--- src/rtl/packet_buffer_dedup_range_count_assert.svh ---
// Assertion macros for the packet buffer block.
`ifndef PACKET_BUFFER_DEDUP_RANGE_COUNT_ASSERT_SVH
`define PACKET_BUFFER_DEDUP_RANGE_COUNT_ASSERT_SVH

// Check a condition at every clock edge outside reset.
`define PBDRC_ASSERT_ALWAYS(lbl, cond, msg) \
    lbl: assert property (@(posedge aclk) disable iff (!aresetn) (cond)) else $error(msg);

// Check that a condition in one cycle implies another in the next.
`define PBDRC_ASSERT_NEXT(lbl, ante, cons, msg) \
    lbl: assert property (@(posedge aclk) disable iff (!aresetn) (ante) |=> (cons)) \
        else $error(msg);

`endif

--- src/rtl/pbdrc_pkg.sv ---
// Types and constants shared by the packet buffer modules.
`default_nettype none
package pbdrc_pkg;

    localparam int DEPTH  = 64;
    localparam int ADDR_W = (DEPTH > 1) ? $clog2(DEPTH) : 1;
    localparam int OCC_W  = $clog2(DEPTH + 1);
    localparam int SUM_W  = OCC_W + 1;
    localparam int CAP_W  = 7;
    localparam int CMP_W  = (OCC_W > CAP_W) ? OCC_W : CAP_W;
    localparam int CNT_W  = 7;
    localparam int WORD_W = 64;

    localparam logic [CAP_W-1:0] CAP_RESET = 7'd64;

    localparam logic [1:0] REQ_ADD   = 2'd0;
    localparam logic [1:0] REQ_FWD   = 2'd1;
    localparam logic [1:0] REQ_COUNT = 2'd2;

    typedef struct packed {
        logic [1:0]  req_type;
        logic [15:0] source;
        logic [15:0] destination;
        logic [31:0] timestamp;
        logic [31:0] start_time;
        logic [31:0] end_time;
    } pbdrc_in_t;

    typedef struct packed {
        logic             accepted;
        logic             fwd_valid;
        logic [15:0]      fwd_source;
        logic [15:0]      fwd_destination;
        logic [31:0]      fwd_timestamp;
        logic [CNT_W-1:0] match_count;
    } pbdrc_out_t;

endpackage
`default_nettype wire

--- src/rtl/pbdrc_ram.sv ---
// Generic single-write, single-read RAM with registered read data.
`default_nettype none
module pbdrc_ram #(
    parameter int WIDTH = 64,
    parameter int DEPTH = 64
) (
    input  wire logic                                    aclk,
    input  wire logic                                    wr_en,
    input  wire logic [((DEPTH > 1) ? $clog2(DEPTH) : 1)-1:0] wr_addr,
    input  wire logic [WIDTH-1:0]                        wr_data,
    input  wire logic                                    rd_en,
    input  wire logic [((DEPTH > 1) ? $clog2(DEPTH) : 1)-1:0] rd_addr,
    output logic      [WIDTH-1:0]                        rd_data
);

    logic [WIDTH-1:0] mem [DEPTH];

    always_ff @(posedge aclk) begin
        if (wr_en) begin
            mem[wr_addr] <= wr_data;
        end
        if (rd_en) begin
            rd_data <= mem[rd_addr];
        end
    end

endmodule
`default_nettype wire

--- src/rtl/pbdrc_match.sv ---
// Shared compare unit: exact packet match for add, destination and range match for count.
`default_nettype none
module pbdrc_match import pbdrc_pkg::*; (
    input  wire pbdrc_in_t          key,
    input  wire logic [WORD_W-1:0]  word,
    output logic                    hit
);

    logic [15:0] w_src;
    logic [15:0] w_dst;
    logic [31:0] w_ts;

    assign w_src = word[63:48];
    assign w_dst = word[47:32];
    assign w_ts  = word[31:0];

    always_comb begin
        case (key.req_type)
            REQ_ADD: begin
                hit = (w_src == key.source) && (w_dst == key.destination)
                      && (w_ts == key.timestamp);
            end
            REQ_COUNT: begin
                hit = (w_dst == key.destination) && (w_ts >= key.start_time)
                      && (w_ts <= key.end_time);
            end
            default: begin
                hit = 1'b0;
            end
        endcase
    end

endmodule
`default_nettype wire

--- src/rtl/packet_buffer_dedup_range_count.sv ---
// Top level of the bounded packet FIFO with duplicate filter and range count.
//
// One request is taken at a time; s_ready is high only while the sequencer is idle.
// Add and count scan the stored packets through the packet RAM, one read per cycle,
// into one shared compare unit; a count goes from the scan straight to the done
// state, an add that stores passes through a write state first, and a rejected
// duplicate goes to done as a count does. A forward passes through a read state
// and a data state; a forward on an empty buffer or an undefined request goes
// straight to done. One finished result waits in the output register while the
// next beat is taken; a second finished result holds the sequencer, and with it
// the input, until m_ready takes the first. The capacity register is written by
// cfg_wr_en; zero acts as one, values above the depth act as the depth.
// The packet RAM needs no clearing pass: only occupied slots are ever read.
`default_nettype none
`include "packet_buffer_dedup_range_count_assert.svh"
module packet_buffer_dedup_range_count import pbdrc_pkg::*; (
    input  wire logic             aclk,
    input  wire logic             aresetn,
    input  wire logic             s_valid,
    output logic                  s_ready,
    input  wire pbdrc_in_t        s_data,
    output logic                  m_valid,
    input  wire logic             m_ready,
    output pbdrc_out_t            m_data,
    input  wire logic             cfg_wr_en,
    input  wire logic [CAP_W-1:0] cfg_wr_data
);

    localparam logic [2:0] ST_IDLE     = 3'd0;
    localparam logic [2:0] ST_SCAN     = 3'd1;
    localparam logic [2:0] ST_WRITE    = 3'd2;
    localparam logic [2:0] ST_FWD_RD   = 3'd3;
    localparam logic [2:0] ST_FWD_DATA = 3'd4;
    localparam logic [2:0] ST_DONE     = 3'd5;

    function automatic logic [ADDR_W-1:0] slot_wrap(input logic [SUM_W-1:0] s);
        logic [SUM_W-1:0] r;
        r = (s >= SUM_W'(DEPTH)) ? (s - SUM_W'(DEPTH)) : s;
        return r[ADDR_W-1:0];
    endfunction

    logic [2:0]        state_reg, state_next;
    pbdrc_in_t         item_reg, item_next;
    logic [ADDR_W-1:0] oldest_reg, oldest_next;
    logic [OCC_W-1:0]  occ_reg, occ_next;
    logic [CAP_W-1:0]  cap_reg, cap_next;
    logic [OCC_W-1:0]  idx_reg, idx_next;
    logic              cmp_vld_reg, cmp_vld_next;
    logic              hit_reg, hit_next;
    logic [CNT_W-1:0]  cnt_reg, cnt_next;
    pbdrc_out_t        res_reg, res_next;
    logic              m_valid_reg, m_valid_next;
    pbdrc_out_t        m_data_reg, m_data_next;

    logic              rd_en;
    logic [ADDR_W-1:0] rd_addr;
    logic [WORD_W-1:0] rd_data;
    logic              wr_en;
    logic [ADDR_W-1:0] wr_addr;
    logic [WORD_W-1:0] wr_data;
    logic              match_hit;
    logic [CMP_W-1:0]  eff_cap;
    logic              full;

    pbdrc_ram #(
        .WIDTH (WORD_W),
        .DEPTH (DEPTH)
    ) u_store (
        .aclk    (aclk),
        .wr_en   (wr_en),
        .wr_addr (wr_addr),
        .wr_data (wr_data),
        .rd_en   (rd_en),
        .rd_addr (rd_addr),
        .rd_data (rd_data)
    );

    pbdrc_match u_match (
        .key  (item_reg),
        .word (rd_data),
        .hit  (match_hit)
    );

    assign s_ready = (state_reg == ST_IDLE);
    assign m_valid = m_valid_reg;
    assign m_data  = m_data_reg;

    always_comb begin
        if (cap_reg == '0) begin
            eff_cap = CMP_W'(1);
        end else if (CMP_W'(cap_reg) > CMP_W'(DEPTH)) begin
            eff_cap = CMP_W'(DEPTH);
        end else begin
            eff_cap = CMP_W'(cap_reg);
        end
    end

    assign full = (CMP_W'(occ_reg) >= eff_cap) && (occ_reg != '0);

    always_comb begin
        state_next   = state_reg;
        item_next    = item_reg;
        oldest_next  = oldest_reg;
        occ_next     = occ_reg;
        cap_next     = cfg_wr_en ? cfg_wr_data : cap_reg;
        idx_next     = idx_reg;
        cmp_vld_next = 1'b0;
        hit_next     = hit_reg;
        cnt_next     = cnt_reg;
        res_next     = res_reg;
        m_valid_next = m_valid_reg && !m_ready;
        m_data_next  = m_data_reg;
        rd_en        = 1'b0;
        rd_addr      = slot_wrap(SUM_W'(oldest_reg) + SUM_W'(idx_reg));
        wr_en        = 1'b0;
        wr_addr      = slot_wrap(SUM_W'(oldest_reg) + SUM_W'(occ_reg));
        wr_data      = {item_reg.source, item_reg.destination, item_reg.timestamp};

        case (state_reg)
            ST_IDLE: begin
                if (s_valid) begin
                    item_next = s_data;
                    idx_next  = '0;
                    hit_next  = 1'b0;
                    cnt_next  = '0;
                    res_next  = '0;
                    case (s_data.req_type)
                        REQ_ADD, REQ_COUNT: begin
                            state_next = ST_SCAN;
                        end
                        REQ_FWD: begin
                            state_next = (occ_reg != '0) ? ST_FWD_RD : ST_DONE;
                        end
                        default: begin
                            state_next = ST_DONE;
                        end
                    endcase
                end
            end
            ST_SCAN: begin
                rd_en        = (idx_reg != occ_reg);
                cmp_vld_next = rd_en;
                if (rd_en) begin
                    idx_next = idx_reg + OCC_W'(1);
                end
                if (cmp_vld_reg) begin
                    hit_next = hit_reg | match_hit;
                    cnt_next = cnt_reg + CNT_W'(match_hit);
                end
                if (!rd_en && !cmp_vld_reg) begin
                    if (item_reg.req_type == REQ_ADD) begin
                        state_next = hit_reg ? ST_DONE : ST_WRITE;
                    end else begin
                        res_next.match_count = cnt_reg;
                        state_next           = ST_DONE;
                    end
                end
            end
            ST_WRITE: begin
                wr_en = 1'b1;
                if (full) begin
                    oldest_next = slot_wrap(SUM_W'(oldest_reg) + SUM_W'(1));
                end else begin
                    occ_next = occ_reg + OCC_W'(1);
                end
                res_next.accepted = 1'b1;
                state_next        = ST_DONE;
            end
            ST_FWD_RD: begin
                rd_en      = 1'b1;
                state_next = ST_FWD_DATA;
            end
            ST_FWD_DATA: begin
                res_next.fwd_valid       = 1'b1;
                res_next.fwd_source      = rd_data[63:48];
                res_next.fwd_destination = rd_data[47:32];
                res_next.fwd_timestamp   = rd_data[31:0];
                oldest_next = slot_wrap(SUM_W'(oldest_reg) + SUM_W'(1));
                occ_next    = occ_reg - OCC_W'(1);
                state_next  = ST_DONE;
            end
            ST_DONE: begin
                if (!m_valid_reg || m_ready) begin
                    m_data_next  = res_reg;
                    m_valid_next = 1'b1;
                    state_next   = ST_IDLE;
                end
            end
            default: begin
                state_next = ST_IDLE;
            end
        endcase
    end

    always_ff @(posedge aclk) begin
        if (!aresetn) begin
            state_reg   <= ST_IDLE;
            oldest_reg  <= '0;
            occ_reg     <= '0;
            cap_reg     <= CAP_RESET;
            cmp_vld_reg <= 1'b0;
            m_valid_reg <= 1'b0;
        end else begin
            state_reg   <= state_next;
            oldest_reg  <= oldest_next;
            occ_reg     <= occ_next;
            cap_reg     <= cap_next;
            cmp_vld_reg <= cmp_vld_next;
            m_valid_reg <= m_valid_next;
        end
    end

    always_ff @(posedge aclk) begin
        item_reg   <= item_next;
        idx_reg    <= idx_next;
        hit_reg    <= hit_next;
        cnt_reg    <= cnt_next;
        res_reg    <= res_next;
        m_data_reg <= m_data_next;
    end

    `PBDRC_ASSERT_ALWAYS(a_occ_bound, (occ_reg <= OCC_W'(DEPTH)), "occupancy above depth")
    `PBDRC_ASSERT_ALWAYS(a_write_unique, (!wr_en || (!hit_reg && item_reg.req_type == REQ_ADD)), "write of duplicate or non-add beat")
    `PBDRC_ASSERT_NEXT(a_write_occ, wr_en, (occ_reg != '0), "buffer empty after store")
    `PBDRC_ASSERT_ALWAYS(a_fwd_nonempty, (state_reg != ST_FWD_RD || occ_reg != '0), "forward read from empty buffer")

endmodule
`default_nettype wire
--- config.mk ---
export PLATFORM = sky130hd
export DESIGN_NAME = packet_buffer_dedup_range_count
export DESIGN_NICKNAME = d
export VERILOG_FILES = /design/src/rtl/pbdrc_pkg.sv /design/src/rtl/pbdrc_ram.sv /design/src/rtl/pbdrc_match.sv /design/src/rtl/packet_buffer_dedup_range_count.sv
export VERILOG_INCLUDE_DIRS = /design/src /design/src/rtl
export SDC_FILE = /design/constraint.sdc
export NUM_CORES = 2
export LEC_CHECK = 0
export BUFFER_PORTS_ARGS = -buffer_cell sky130_fd_sc_hd__buf_2
export CAP_MARGIN = 20
export CORE_MARGIN = 3
export CORE_UTILIZATION = 50
export DETAILED_ROUTE_END_ITERATION = 16
export PLACE_DENSITY = 0.68
export SKIP_CTS_REPAIR_TIMING = 1
export SYNTH_ARGS = -nofsm -noshare
export SYNTH_HDL_FRONTEND = slang
export SYNTH_SLANG_ARGS = --single-unit
--- constraint.sdc ---
create_clock -name aclk -period 6 [get_ports aclk]
set_clock_uncertainty 0.15 [all_clocks]
set_input_delay 0.6 -clock aclk [delete_from_list [all_inputs] [get_ports aclk]]
set_output_delay 0.6 -clock aclk [all_outputs]
set_load 0.05 [all_outputs]
# Word-level counts from Yosys, hierarchy flattened
# Memories as Yosys holds them, arrays and structs flattened. A register that Yosys moved wholly into a read port is not among the register bits.
# Cells that the tools add are included.
[op_classes]
addsub = 10
n_mul = 0
n_div = 0
magnitude_cmp = 7
n_eq_ne = 20
shifts = 0
mux = 38
bitwise_logic = 1
n_reduce_logical = 34
[ops]
columns = ["cell", "count"]
rows = [
  ["case mux 65 bit (2 select lines)", 1],
  ["2-to-1 mux 73 bit", 1],
  ["2-to-1 mux 7 bit", 8],
  ["case mux 7 bit (2 select lines)", 4],
  ["equality test 16 bit", 2],
  ["equality test 32 bit", 1],
  ["greater-or-equal comparator 32 bit", 1],
  ["<= comparator 32 bit", 1],
  ["2-to-1 mux 6 bit", 4],
  ["2-to-1 mux 3 bit", 6],
  ["subtractor 6 x 1 -> 6 bit, second input constant", 3],
  ["adder 6 x 7 -> 8 bit", 2],
  ["greater-or-equal comparator 8 x 7 -> 1 bit, second input constant", 2],
  ["!= test 2 bit, second input constant", 8],
  ["case mux 3 bit (5 select lines)", 1],
  ["adder 7 x 1 -> 7 bit, second input constant", 2],
  ["AND reduction 2 bit", 7],
  ["case mux 6 bit (2 select lines)", 1],
  ["AND reduction 3 bit", 3],
  ["case mux 1 bit (2 select lines)", 4],
  ["nonzero test 2 bit", 4],
  ["adder 6 x 1 -> 7 bit, second input constant", 1],
  ["adder 7 x 1 -> 7 bit", 1],
  ["greater-or-equal comparator 7 bit", 1],
  ["21 further kinds", 41],
]
[totals]
regBits = 316
latch_bits = 0
ram_bits = 4096
rom_bits = 0
output_inout_bits = 75
wordCells = 138
mem_count = 1
[memory_table]
columns = ["name", "words", "word_bits", "rd", "rd_ports_with_merged_regs", "wr", "line", "source"]
rows = [
  ["u_store.mem", 64, 64, 1, 1, 1, "pbdrc_ram.sv:16", "logic [WIDTH-1:0] mem [DEPTH];"],
]

# Longest topological paths before layout
[logic_depth]
ltp_word = 7
mapped_depth = 14
mapped_depth_nobuf = 14

# Modules after synthesis
# Synthesis repeated with hierarchy kept, for this count alone.
[unflattened]
cells_unflattened = 7567
area_unflattened_um2 = 170762.5
[modules_own_cells]
columns = ["module", "instances", "cells_each", "area_per_inst_um2", "seq_area_each_um2"]
rows = [
  ["pbdrc_ram", 1, 6598, 156989.3, 124919.8],
  ["packet_buffer_dedup_range_count", 1, 653, 11452.2, 9238.9],
  ["pbdrc_match", 1, 316, 2321.0, 0.0],
]

# Worst setup path after synthesis
# Ideal clock, no wire load.
[synth_timing]
path_type = "reg-to-reg"
from = "register idx_reg[4]"
to = "register u_store.rd_data[0] (read register of u_store.mem) (enable)"
arrival_time_ns = 5.491
required_time_ns = 5.272
slack_ns = -0.219
stages_incl_launch_ff = 6
path_buffers = 0
cell_sequence = "edfxtp_1 xor2_1 nor4_1 nand4_1 nor2_1 nor3b_1"
[synth_via]
elab_cells_between_ends = 6
cone_classes = "2 x add/sub; 1 x order compare; 1 x eq/ne; 2 x mux"
[synth_rtl]
columns = ["element", "line", "source"]
rows = [
  ["from (decl)", "packet_buffer_dedup_range_count.sv:47", "logic [OCC_W-1:0] idx_reg, idx_next;"],
  ["from (signal assigned)", "packet_buffer_dedup_range_count.sv:215", "idx_reg <= idx_next;"],
  ["!= test 7 bit", "packet_buffer_dedup_range_count.sv:141", "rd_en = (idx_reg != occ_reg);"],
  ["case mux 1 bit (2 select lines)", "packet_buffer_dedup_range_count.sv:119", "case (state_reg)"],
  ["net rd_en", "packet_buffer_dedup_range_count.sv:55", "logic rd_en;"],
  ["to (decl)", "pbdrc_ram.sv:13", "output logic [WIDTH-1:0] rd_data"],
]
# The timed path passes the listed nets, and every way through them passes these cells.
# A chain may end at the register's enable or synchronous reset.

# Worst setup path after layout
[layout_timing]
from = "register u_store.rd_data[0] (read register of u_store.mem)"
to = "register cnt_reg[6] (data pin)"
[layout_via]
elab_chain_len = 7
elab_cells_between_ends = 10
cone_classes = "1 x add/sub; 2 x order compare; 1 x eq/ne; 3 x mux; 3 x reduce/logical"
[layout_lines]
columns = ["element", "line", "source"]
rows = [
  ["greater-or-equal comparator 32 bit", "pbdrc_match.sv:24", "hit = (w_dst == key.destination) && (w_ts >= key.start_time)"],
  ["logical AND 1 bit", "pbdrc_match.sv:24", ""],
  ["logical AND 1 bit", "pbdrc_match.sv:25", "&& (w_ts <= key.end_time);"],
  ["case mux 1 bit (2 select lines) (*)", "pbdrc_match.sv:18", "case (key.req_type)"],
  ["adder 7 x 1 -> 7 bit (*)", "packet_buffer_dedup_range_count.sv:148", "cnt_next = cnt_reg + CNT_W'(match_hit);"],
  ["2-to-1 mux 7 bit (*)", "packet_buffer_dedup_range_count.sv:146", "if (cmp_vld_reg) begin"],
  ["case mux 7 bit (2 select lines) (*)", "packet_buffer_dedup_range_count.sv:119", ""],
  ["to (signal assigned)", "packet_buffer_dedup_range_count.sv:217", "cnt_reg <= cnt_next;"],
  ["to (decl)", "packet_buffer_dedup_range_count.sv:50", "logic [CNT_W-1:0] cnt_reg, cnt_next;"],
]
# Every way passes the cells marked *; elsewhere a longest branch is shown, timed or not. The select of a mux whose other input is x is not followed.

==> impl_metrics.yaml <==
cells_and_area:
  finalNetCount: 8109
  drive_gt1_share_pct: 30.9
  largest_reg_flops: 4096
  area_growth_pct: 14.9
  final_cells: 12777
cts:
  cts_num_sinks: 4476
  clk_pin_slew_worst_paths_ns: 0.06
  cts_made_buffers: 430
  cts_buffer_depth: 4
  cts_tree: "yes"
  clk_latency_ns: 0.99
  clockRootBuffer: "clkbuf_16"
  ctsHtreeMaxLevel: 5
worst_setup_path:
  crit_fanout: 3
  critPathKind: "reg -> reg"
  crit_arrival_ns: 5.65
  start_kind: "flip-flop"
  crit_required_ns: 6.54
  cp-end-kind: "flip-flop"
synthesis:
  seq_area_frac_synth_pct: 78.4
  synth_edf_count: 4451
  synthArstFlopShare_pct: 0
  synth_seq_cells: 4476
  synth_area_leaders: "edfxtp_1 78%, mux4_2 17%, ha_1 0.66%"
  postSynthCellCount: 7063
  syn_nets: 7298
  yosysMostFrequentCell: "edfxtp_1"
  synth.distinct_cells: 51
  synth_top_area_share_pct: 78.1
  syn_avg_cell_area_um2: 24.2
  netlist.top_cell.by_area: "edfxtp_1"
  yosys-top-cells-count: "4451 x edfxtp_1, 1280 x mux4_2, 169 x clkbuf_1, 115 x nor2_1, 114 x buf_2"
  yosys_warnings: 0
  syn_area_um2: 171000
  synth_ff_type: "edfxtp_1"
timing:
  hold_viol: 0
  finalMaxSlewViolations: 0
  finalWorstSetupSlack_ns: 0.891
  rsz0062_at_grt: "false"
  tightest_slew_ns: 1.21
  period_needed_ns: 5.11
  max_slew_margin_pct: 19.1
  setup_tns_ns: 0
  fmax_mhz: 196
  setup_viol: 0
  finalCritPeriodShare_pct: 85.2
drt:
  wire_per_inst_um: 37.4
  drc: 0
  dr.pass1.iters: 7
  top_layer_used: "met5"
  antenna_left: 0
  drt_wl_total_um: 478000
  routed_via_density: 6.57
  wl_met3_um: 53700
  route.met2.wl_um: 232000
  drt_iter0_markers: 12669
  via_count: 83911
  met1Wirelength_um: 174000
pwr:
  peakVddDrop_mv: 0.285
  pwr-share-comb_pct: 24.6
  clkPwrFrac_pct: 32.1
  pwr-share-seq_pct: 43.3
  p_int_mw: 61.3
  switching_share_pct: 27.2
  p_leak_nw: 61.9
  switchingPower_mw: 22.9
  power.density_nw_per_um2: 428
hold_path:
  hp-class: "in -> reg"
global_routing:
  gr-usage-all-layers_pct: 27.2
  grt_antenna_before_repair: 20
  grt_start_max_net_pins: 77
  first_global_vias: 82508
  grt_pass1_wl_um: 661000
  grt_overflow: 0
place:
  place_congestion: 0.825
  port_buffers: 216
  dp_slack_ns: 0.924
  dp_hpwl_um: 249000
  dp_cells: 11829
floorplan:
  coreArea_um2: 340000
  die_w_um: 591
  rows: 214
  die_area_um2: 349000
  start_util_pct: 50.3
  fp.dieH_um: 591
  boundaryPins: 217
status:
  status: "finished clean"
job:
  cap_violations: 0
[power groups by stage]
stage | Combinational (mW) | Sequential (mW) | Clock (mW)
3_5_place_dp | 20.7 | 37.1 | 0
3_3_place_gp | 20.4 | 37.1 | 0
2_1_floorplan | 14.5 | 37.2 | 0
5_1_grt | 21.9 | 36.5 | 28.5
4_1_cts | 20.8 | 36.4 | 27.3
6_report | 20.7 | 36.5 | 27.0
[final timing paths]
| path | slack [ns] | cells after the start | from | to |
|---|---|---|---|---|
| setup / recovery | 0.89 | 14 | u_store.rd_data[0] | cnt_reg[6] |
| hold / removal | 0.17 | 2 | s_data[80] | item_reg[80] |
| setup reg to reg | 0.89 | 14 | u_store.rd_data[0] | cnt_reg[6] |
| hold reg to reg | 0.24 | 0 | res_reg[44] | m_data[44] |
[area by class of cell]
class	instances	area, um^2
antenna	14	35.0
sequential	4476	134000
multi-input combinational	2171	35700
clock buffer	515	11200
fill	23525	144000
clock inverter	270	2740
inverter	76	290
timing repair buffer	719	6850
tap	4536	5680
[kinds of logic (layout without fill, tap and decap cells)]
logic type / Yosys count / count (layout) / share of synthesized area (%)
other cells: 0 / 14 / 0
buf+inv: 416 / 1580 / 1.11
fa+ha+maj: 93 / 93 / 0.693
simple gates: 388 / 388 / 1.16
compound gates: 234 / 234 / 0.855
flops: 4476 / 4476 / 78.4
mux: 1353 / 1353 / 17.3
xor+xnor: 103 / 103 / 0.527
[cells in the final DEF, fill, tap and decap left out, drive strengths merged, types with 4 or more instances in the layout]
cell type       n
mux2i          73
nor2b          67
clkinvlp       22
buf           572
ha             90
nor3            7
nor2          115
mux4         1280
edfxtp       4451
inv            92
nand3          21
o21a            6
dfxtp          25
nand4          24
o21ai          17
a21oi         106
clkinv        184
nor4           15
diode          14
bufinv         48
xor2           49
xnor2          54
nand2b          4
nand2          48
or3             5
dlygate4sd3   147
and3           76
a21o           11
a211oi         68
clkbuf        515
[worst max-delay path: stages (launching register included)]
cell       delay [ns]
edfxtp_1         0.83
inv_1            0.21
ha_1             0.33
nand2b_1         0.10
a2111oi_0        0.09
o311a_1          0.31
o41ai_1          0.68
a31oi_1          0.30
o41ai_1          0.84
ha_1             0.30
ha_1             0.19
nand3_1          0.13
nor2_1           0.17
xnor2_1          0.14
nor2_1           0.06
[through the flow]
stage / hold WS, ns / power [mW] / instance area [um^2] / utilization (%)
6_report: 0.172 / 84.2 / 197000 / 57.8
5_1_grt: 0.153 / 86.9 / 197000 / 57.8
4_1_cts: -0.430 / 84.5 / 195000 / 57.3
3_5_place_dp: 0.255 / 57.7 / 181000 / 53.2
3_3_place_gp: 0.253 / 57.5 / 181000 / 53.2
2_1_floorplan: 0.250 / 51.6 / 171000 / -
[per-layer routing]
metal	vias to the layer above	GRT usage (%)
li1	32018	-
met1	45202	37.7
met2	5749	43.4
met3	940	5.87
met4	2	9.41
met5	-	0
(Power assumes the default switching activity.)
